<file path="config.mk">
export PLATFORM = sky130hd
export DESIGN_NAME = locked_slot_tag_cache_top
export DESIGN_NICKNAME = d
export VERILOG_FILES = /design/src/lstc_pkg.sv /design/src/lstc_cell.sv /design/src/locked_slot_tag_cache_top.sv
export SDC_FILE = /design/constraint.sdc
export NUM_CORES = 2
export LEC_CHECK = 0
export BUFFER_PORTS_ARGS = -buffer_cell sky130_fd_sc_hd__buf_2
export CAP_MARGIN = 25
export CORE_AREA = 5 5 449 451
export CTS_CLUSTER_DIAMETER = 80
export DETAILED_ROUTE_END_ITERATION = 6
export DIE_AREA = 0 0 454 456
export GPL_TIMING_DRIVEN = 1
export PLACE_DENSITY = 0.71
export SYNTH_ARGS = -nofsm -noshare
export SYNTH_HDL_FRONTEND = slang
export SYNTH_SLANG_ARGS = --single-unit
</file>
<file path="constraint.sdc">
create_clock -name aclk -period 5.09 [get_ports aclk]
set_clock_uncertainty 0.05 [all_clocks]
set_input_delay 0.509 -clock aclk [delete_from_list [all_inputs] [get_ports aclk]]
set_output_delay 0.509 -clock aclk [all_outputs]
set_load 0.02 [all_outputs]
</file>
<file path="src/lstc_pkg.sv">
package lstc_pkg;

    // Widest slot index the chain supports (64 entries).
    localparam int SLOT_IDX_W = 6;
    localparam int KEY_W      = 64;
    localparam int WID_W      = 9;
    localparam int HGT_W      = 8;

    localparam logic [WID_W-1:0] MAX_WID = 9'd256;
    localparam logic [HGT_W-1:0] MAX_HGT = 8'd192;

    localparam logic [2:0] OP_LOOKUP     = 3'd0;
    localparam logic [2:0] OP_REQUEST    = 3'd1;
    localparam logic [2:0] OP_FILL       = 3'd2;
    localparam logic [2:0] OP_UNLOCK     = 3'd3;
    localparam logic [2:0] OP_UNLOCK_ALL = 3'd4;
    localparam logic [2:0] OP_CLEAR      = 3'd5;

    // Request token travelling down the cell chain, with the running results.
    typedef struct packed {
        logic                  live;
        logic [2:0]            op;
        logic [KEY_W-1:0]      key;
        logic [3:0]            slot;
        logic [WID_W-1:0]      wid;
        logic [HGT_W-1:0]      hgt;
        logic                  heap_big;
        logic                  found;
        logic [SLOT_IDX_W-1:0] hit_idx;
        logic [WID_W-1:0]      hit_wid;
        logic [HGT_W-1:0]      hit_hgt;
        logic                  lo_found;
        logic [SLOT_IDX_W-1:0] lo_idx;
        logic                  hi_found;
        logic [SLOT_IDX_W-1:0] hi_idx;
    } tok_t;

    // Lock grant broadcast back to the cells.
    typedef struct packed {
        logic                  en;
        logic [SLOT_IDX_W-1:0] idx;
    } commit_t;

endpackage

</file>
<file path="src/lstc_cell.sv">
module lstc_cell #(
    parameter int CACHE_ENTRIES = 16,
    parameter int CELL_IDX      = 0,
    localparam int IDX_W        = (CACHE_ENTRIES > 1) ? $clog2(CACHE_ENTRIES) : 1
) (
    input  logic               aclk,
    input  logic               aresetn,
    input  lstc_pkg::tok_t     tok_in,
    output lstc_pkg::tok_t     tok_out,
    input  logic [IDX_W-1:0]   cursor,
    input  lstc_pkg::commit_t  commit
);

    localparam int IW = lstc_pkg::SLOT_IDX_W;
    localparam logic [IW-1:0] MY_IDX = IW'(CELL_IDX);

    lstc_pkg::tok_t tok_reg, tok_next;

    logic [lstc_pkg::KEY_W-1:0] key_reg, key_next;
    logic                       valid_reg, valid_next;
    logic                       locked_reg, locked_next;
    logic [lstc_pkg::WID_W-1:0] wid_reg, wid_next;
    logic [lstc_pkg::HGT_W-1:0] hgt_reg, hgt_next;

    logic slot_match;

    assign slot_match = (IW'(tok_in.slot) == MY_IDX);
    assign tok_out    = tok_reg;

    always_comb begin
        tok_next    = tok_in;
        key_next    = key_reg;
        valid_next  = valid_reg;
        locked_next = locked_reg;
        wid_next    = wid_reg;
        hgt_next    = hgt_reg;
        if (tok_in.live) begin
            case (tok_in.op)
                lstc_pkg::OP_LOOKUP: begin
                    if (!tok_in.found && valid_reg && key_reg == tok_in.key) begin
                        tok_next.found   = 1'b1;
                        tok_next.hit_idx = MY_IDX;
                        tok_next.hit_wid = wid_reg;
                        tok_next.hit_hgt = hgt_reg;
                    end
                end
                lstc_pkg::OP_REQUEST: begin
                    if (!locked_reg) begin
                        if (!tok_in.lo_found) begin
                            tok_next.lo_found = 1'b1;
                            tok_next.lo_idx   = MY_IDX;
                        end
                        if (!tok_in.hi_found && MY_IDX >= IW'(cursor)) begin
                            tok_next.hi_found = 1'b1;
                            tok_next.hi_idx   = MY_IDX;
                        end
                    end
                end
                lstc_pkg::OP_FILL: begin
                    if (slot_match) begin
                        key_next   = tok_in.key;
                        wid_next   = tok_in.wid;
                        hgt_next   = tok_in.hgt;
                        valid_next = 1'b1;
                    end
                end
                lstc_pkg::OP_UNLOCK: begin
                    if (slot_match) begin
                        locked_next = 1'b0;
                    end
                end
                lstc_pkg::OP_UNLOCK_ALL: begin
                    locked_next = 1'b0;
                end
                lstc_pkg::OP_CLEAR: begin
                    valid_next  = 1'b0;
                    locked_next = 1'b0;
                    wid_next    = '0;
                    hgt_next    = '0;
                end
                default: begin
                end
            endcase
        end
        // grant arrives after the token has left the chain
        if (commit.en && commit.idx == MY_IDX) begin
            locked_next = 1'b1;
        end
    end

    always_ff @(posedge aclk) begin
        if (!aresetn) begin
            tok_reg    <= '0;
            valid_reg  <= 1'b0;
            locked_reg <= 1'b0;
            wid_reg    <= '0;
            hgt_reg    <= '0;
        end else begin
            tok_reg    <= tok_next;
            valid_reg  <= valid_next;
            locked_reg <= locked_next;
            wid_reg    <= wid_next;
            hgt_reg    <= hgt_next;
        end
    end

    // tag store is payload only; valid gates every compare
    always_ff @(posedge aclk) begin
        key_reg <= key_next;
    end

endmodule

</file>
<file path="src/locked_slot_tag_cache_top.sv">
// Channel   Dir  Handshake          Payload
// s_        in   s_valid/s_ready    s_op, s_key, s_slot_in, s_img_width, s_img_height,
//                                   s_heap_too_large
// m_        out  m_valid/m_ready    m_hit, m_slot_out, m_out_width, m_out_height
//
// Every request walks the row of entry cells, one cell per cycle, before its
// result shows on m_. The next request is taken once that result sits in
// the output register. Synchronous active-low reset clears valid, lock and
// dimensions of every entry and the round-robin cursor; tags are not reset.
// A stalled result parks in a holding register until m_ready frees the output.
module locked_slot_tag_cache_top #(
    parameter int CACHE_ENTRIES = 16
) (
    input  logic        aclk,
    input  logic        aresetn,
    input  logic        s_valid,
    output logic        s_ready,
    input  logic [2:0]  s_op,
    input  logic [63:0] s_key,
    input  logic [3:0]  s_slot_in,
    input  logic [8:0]  s_img_width,
    input  logic [7:0]  s_img_height,
    input  logic        s_heap_too_large,
    output logic        m_valid,
    input  logic        m_ready,
    output logic        m_hit,
    output logic [3:0]  m_slot_out,
    output logic [8:0]  m_out_width,
    output logic [7:0]  m_out_height
);

    localparam int IDX_W = (CACHE_ENTRIES > 1) ? $clog2(CACHE_ENTRIES) : 1;
    localparam int IW    = lstc_pkg::SLOT_IDX_W;
    localparam logic [IDX_W-1:0] LAST_IDX = IDX_W'(CACHE_ENTRIES - 1);

    typedef enum logic [2:0] {
        ST_IDLE = 3'b001,  // ready for a request
        ST_RUN  = 3'b010,  // token in the cell row
        ST_HOLD = 3'b100   // result waiting for the output register
    } state_t;

    state_t state_reg, state_next;

    logic [IDX_W-1:0] cursor_reg, cursor_next;

    logic       m_valid_reg, m_valid_next;
    logic       m_hit_reg, m_hit_next;
    logic [3:0] m_slot_reg, m_slot_next;
    logic [8:0] m_wid_reg, m_wid_next;
    logic [7:0] m_hgt_reg, m_hgt_next;

    logic       pend_hit_reg, pend_hit_next;
    logic [3:0] pend_slot_reg, pend_slot_next;
    logic [8:0] pend_wid_reg, pend_wid_next;
    logic [7:0] pend_hgt_reg, pend_hgt_next;

    lstc_pkg::tok_t    chain_tok [CACHE_ENTRIES+1];
    lstc_pkg::tok_t    tail;
    lstc_pkg::commit_t commit;

    logic          out_free;
    logic          grant_ok;
    logic [IW-1:0] grant_idx;
    logic [IDX_W-1:0] grant_cur;
    logic          res_hit;
    logic [3:0]    res_slot;
    logic [8:0]    res_wid;
    logic [7:0]    res_hgt;

    assign s_ready = (state_reg == ST_IDLE);

    // head of the chain: fresh token with clamped dimensions
    always_comb begin
        chain_tok[0]          = '0;
        chain_tok[0].live     = s_valid && s_ready;
        chain_tok[0].op       = s_op;
        chain_tok[0].key      = s_key;
        chain_tok[0].slot     = s_slot_in;
        chain_tok[0].wid      = (s_img_width > lstc_pkg::MAX_WID) ? lstc_pkg::MAX_WID
                                                                  : s_img_width;
        chain_tok[0].hgt      = (s_img_height > lstc_pkg::MAX_HGT) ? lstc_pkg::MAX_HGT
                                                                   : s_img_height;
        chain_tok[0].heap_big = s_heap_too_large;
    end

    for (genvar g = 0; g < CACHE_ENTRIES; g++) begin : g_cell
        lstc_cell #(
            .CACHE_ENTRIES(CACHE_ENTRIES),
            .CELL_IDX     (g)
        ) u_cell (
            .aclk   (aclk),
            .aresetn(aresetn),
            .tok_in (chain_tok[g]),
            .tok_out(chain_tok[g+1]),
            .cursor (cursor_reg),
            .commit (commit)
        );
    end

    assign tail = chain_tok[CACHE_ENTRIES];

    // Round robin: first unlocked slot at or past the cursor, else the
    // first unlocked slot from the bottom.
    assign grant_ok  = (tail.op == lstc_pkg::OP_REQUEST) && !tail.heap_big
                       && (tail.hi_found || tail.lo_found);
    assign grant_idx = tail.hi_found ? tail.hi_idx : tail.lo_idx;
    assign grant_cur = IDX_W'(grant_idx);

    assign commit.en  = (state_reg == ST_RUN) && tail.live && grant_ok;
    assign commit.idx = grant_idx;

    always_comb begin
        res_hit  = 1'b0;
        res_slot = '0;
        res_wid  = '0;
        res_hgt  = '0;
        if (tail.op == lstc_pkg::OP_LOOKUP && tail.found) begin
            res_hit  = 1'b1;
            res_slot = tail.hit_idx[3:0];
            res_wid  = tail.hit_wid;
            res_hgt  = tail.hit_hgt;
        end else if (grant_ok) begin
            res_hit  = 1'b1;
            res_slot = grant_idx[3:0];
        end
    end

    assign out_free = !m_valid_reg || m_ready;

    always_comb begin
        state_next     = state_reg;
        cursor_next    = cursor_reg;
        m_valid_next   = m_valid_reg && !m_ready;
        m_hit_next     = m_hit_reg;
        m_slot_next    = m_slot_reg;
        m_wid_next     = m_wid_reg;
        m_hgt_next     = m_hgt_reg;
        pend_hit_next  = pend_hit_reg;
        pend_slot_next = pend_slot_reg;
        pend_wid_next  = pend_wid_reg;
        pend_hgt_next  = pend_hgt_reg;
        if (commit.en) begin
            cursor_next = (grant_cur == LAST_IDX) ? '0 : grant_cur + IDX_W'(1);
        end
        case (state_reg)
            ST_IDLE: begin
                if (s_valid) begin
                    state_next = ST_RUN;
                end
            end
            ST_RUN: begin
                if (tail.live) begin
                    if (out_free) begin
                        m_valid_next = 1'b1;
                        m_hit_next   = res_hit;
                        m_slot_next  = res_slot;
                        m_wid_next   = res_wid;
                        m_hgt_next   = res_hgt;
                        state_next   = ST_IDLE;
                    end else begin
                        pend_hit_next  = res_hit;
                        pend_slot_next = res_slot;
                        pend_wid_next  = res_wid;
                        pend_hgt_next  = res_hgt;
                        state_next     = ST_HOLD;
                    end
                end
            end
            ST_HOLD: begin
                if (out_free) begin
                    m_valid_next = 1'b1;
                    m_hit_next   = pend_hit_reg;
                    m_slot_next  = pend_slot_reg;
                    m_wid_next   = pend_wid_reg;
                    m_hgt_next   = pend_hgt_reg;
                    state_next   = ST_IDLE;
                end
            end
            default: begin
                state_next = ST_IDLE;
            end
        endcase
    end

    always_ff @(posedge aclk) begin
        if (!aresetn) begin
            state_reg   <= ST_IDLE;
            cursor_reg  <= '0;
            m_valid_reg <= 1'b0;
        end else begin
            state_reg   <= state_next;
            cursor_reg  <= cursor_next;
            m_valid_reg <= m_valid_next;
        end
    end

    always_ff @(posedge aclk) begin
        m_hit_reg     <= m_hit_next;
        m_slot_reg    <= m_slot_next;
        m_wid_reg     <= m_wid_next;
        m_hgt_reg     <= m_hgt_next;
        pend_hit_reg  <= pend_hit_next;
        pend_slot_reg <= pend_slot_next;
        pend_wid_reg  <= pend_wid_next;
        pend_hgt_reg  <= pend_hgt_next;
    end

    assign m_valid      = m_valid_reg;
    assign m_hit        = m_hit_reg;
    assign m_slot_out   = m_slot_reg;
    assign m_out_width  = m_wid_reg;
    assign m_out_height = m_hgt_reg;

    // cursor never points past the last entry
    a_cursor_range: assert property (@(posedge aclk) disable iff (!aresetn)
        cursor_reg <= LAST_IDX)
        else $error("cursor out of range");

    // a token leaves the chain only while a request is in flight
    a_tail_in_run: assert property (@(posedge aclk) disable iff (!aresetn)
        tail.live |-> state_reg == ST_RUN)
        else $error("token at chain end outside run state");

    // a lock grant moves the cursor one past the granted slot
    a_grant_cursor: assert property (@(posedge aclk) disable iff (!aresetn)
        commit.en |=> cursor_reg == (($past(grant_cur) == LAST_IDX) ? '0
                                      : $past(grant_cur) + IDX_W'(1)))
        else $error("cursor not advanced past grant");

    // a result only appears when the chain or the holding register delivers
    a_result_source: assert property (@(posedge aclk) disable iff (!aresetn)
        $rose(m_valid_reg) |-> $past(state_reg) == ST_RUN || $past(state_reg) == ST_HOLD)
        else $error("result without a finished request");

endmodule
</file>
==> results_dict.tcl <==
set metrics [dict create \
    crit_path_end_kind "register" \
    dp_slack_ps 1630 \
    max_freq_mhz 289 \
    ant_nets 0 \
    die_w_um 454 \
    worst_slew_pin_slew_ps 1050 \
    yosys.area_share.adder 0.000465 \
    grt_pass1_vias 62402 \
    cellPowerDensity_nw_per_um2 414 \
    rsz0062_at_grt "no" \
    cts_buffer_depth 4 \
    timing.final.ws_setup_ps 1630 \
    largest_reg_flops 1822 \
    routabilityCongestion 0.885 \
    ys.flop_type "dfxtp_1" \
    layout_min_cycle_time_ps 3460 \
    seq_area_frac_synth 0.695 \
    finalSetupTns_ps 0 \
    final_cell_mix "dfxtp_1 (2,134), and2_1 (1,270), edfxtp_1 (1,068)" \
    final_nets 8853 \
    worst_r2r_endpoint "g_cell[8].u_cell.tok_out[28]" \
    maxCapViolCount 0 \
    io_buffers 116 \
    cts_root_buffer "clkbuf_16" \
    power_w 0.0509 \
    vdd_ir_drop_max_uv 312 \
    clk_pin_slew_ps 60 \
    yosysWarnings 0 \
    cts_buffers 324 \
    final_common_cell "dfxtp_1" \
    synth.largest_area_cell "dfxtp_1" \
    num_io_pins 117 \
    crit_type "reg2reg" \
    hp-start "aresetn" \
    die_h_um 456 \
    synth_top_family_by_area "simple AND/OR/NAND/NOR gates" \
    hold_depth 3 \
    hold_viol_final 0 \
    drive_gt1_frac 0.0829 \
    cts_setup_buffers 0 \
    ys_types 63 \
    overflow 0 \
    setup_viol 0 \
    hold_end "g_cell[2].u_cell.tok_out[31]" \
    cts_sinks 3202 \
    relSlewSlack 0.291 \
    synth-edff-count 1068 \
    final_core_util 0.624 \
    synth-xor-area-share 0.0669 \
    dp_hpwl_um 172000 \
    fin_crit_sh 0.679 \
    dpl-instance-area_um2 111000 \
    drtIter0Drc 4711 \
    clock_latency_ps 940 \
    slew_viol_final 0 \
    vias_per_cell 5.29 \
    synth_area_leaders "dfxtp_1 (40%), edfxtp_1 (30%), and2_1 (7.4%)" \
    row_count 163 \
    ys_ff_latch 3202 \
    antenna_found_initial 2 \
    area_growth_pct 14.0 \
    outcome "completed" \
    grt_max_degree 248 \
    synth_area_per_cell_um2 12.7 \
    drc_errors 0 \
    netlist_area_um2 108000 \
    ys_async_sr_fraction 0 \
    totalWireLength_um 244000 \
    grtUsageTotal 0.232 \
    required_ps 5800 \
    grt_pass1_wl_um 376000 \
    num_vias 61601 \
    core_area_um2 197000 \
    arrival_ps 4170 \
    synth_top_area_frac 0.397 \
    synthMuxAreaShare 0.00298 \
    r2r_start "g_cell[8].u_cell.key_reg[60]" \
    drtPass1Iterations 5 \
    initial_core_util 0.547 \
    htree_levels 5 \
    synth_compound_area_frac 0.0647 \
    synth_simple_gate_area_frac 0.149 \
    reg2reg_depth 6 \
    critPathMaxFanout 17 \
    startpoint_type "register" \
    fillers 14744 \
    tritoncts "built" \
    min_path_type "in2reg" \
    syn-num-nets 8602 \
    final_area_um2 123000 \
    die_area_um2 207000 \
    p_leak_nw 44.4 \
    wire_per_inst_um 20.9 \
    rrSetupSlack_ps 1630 \
    synth_cells 8505 \
]
==> cell usage after synthesis, types with 38 or more instances <==
master,number
dfxtp_1,2134
nand2b_1,67
a21oi_1,318
xnor2_1,660
and2_1,1270
nor4_1,106
nor2b_1,116
clkbuf_1,313
o22ai_1,49
nand2_1,126
nor3_1,38
nand3_1,303
xor2_1,162
o21ai_0,261
o21a_1,43
a22o_1,246
edfxtp_1,1068
nand4_1,213
o21ai_1,39
inv_1,221
nor2_1,392
==> power breakdown <==
| part | switching, W | total [W] | internal (W) |
|---|---|---|---|
| clock network | 0.00945 | 0.0237 | 0.0142 |
| logic | 0.000437 | 0.000670 | 0.000232 |
| registers | 0.000124 | 0.0265 | 0.0264 |
| total | 0.0100 | 0.0509 | 0.0408 |
==> per-layer routing <==
layer	routed length, µm	global-route usage	vias up	part of all wire
li1	-	-	29772	-
met3	9340	0.0328	470	0.038
met2	127000	0.417	1426	0.52
met1	95900	0.275	29933	0.39
met5	0	0	-	0
met4	11900	0.107	0	0.049
==> kinds of logic after synthesis <==
family	Yosys count
compound gates	1078
xor+xnor	822
fa+ha+maj	4
buf+inv	582
flops	3202
mux	29
simple gates	2788
==> area by class of cell <==
type,count,area (µm²),share of cell area
clock inverters,114,1330,0.0108
inverters,222,841,0.00685
clock buffers,460,9410,0.0766
multi-input cells,4721,30700,0.250
diodes,3,7.51,0.0000612
flip-flops and latches,3202,74800,0.609
repair buffers,285,2350,0.0191
well taps,2640,3300,0.0269
==> worst max-delay path by stage <==
stage,endpoint,cells past startpoint,startpoint
global placement,g_cell[11].u_cell.tok_out[22],6,g_cell[10].u_cell.tok_out[64]
floorplan,g_cell[0].u_cell.key_reg[0],6,state_reg[2]
finish,g_cell[8].u_cell.tok_out[28],6,g_cell[8].u_cell.key_reg[60]
detailed placement,g_cell[8].u_cell.tok_out[28],6,g_cell[8].u_cell.key_reg[60]
CTS,g_cell[8].u_cell.tok_out[28],6,g_cell[8].u_cell.key_reg[60]
global route,g_cell[4].u_cell.tok_out[14],6,g_cell[4].u_cell.key_reg[11]
==> timing repair <==
item	in CTS	in global routing
resized for setup	0	0
hold endpoints to repair	176	0
hold buffers	95	0
==> metrics by stage <==
| stage | hold WS (ps) | instances |
|---|---|---|
| global placement | 345 | 10953 |
| detailed placement | 349 | 10971 |
| CTS | 3.83 | 11640 |
| floorplan | 342 | 8505 |
| finish | 69.7 | 11647 |
| global route | 71.3 | 11645 |
==> critical path, stage by stage (launching register included) <==
cell and delay, ps:
edfxtp_1 380, xnor2_1 630, nand4_1 480, or4_4 590, or4_1 810, o21ai_0 270
a21oi_1 120
Note: power is estimated with default switching activity, not from simulation.
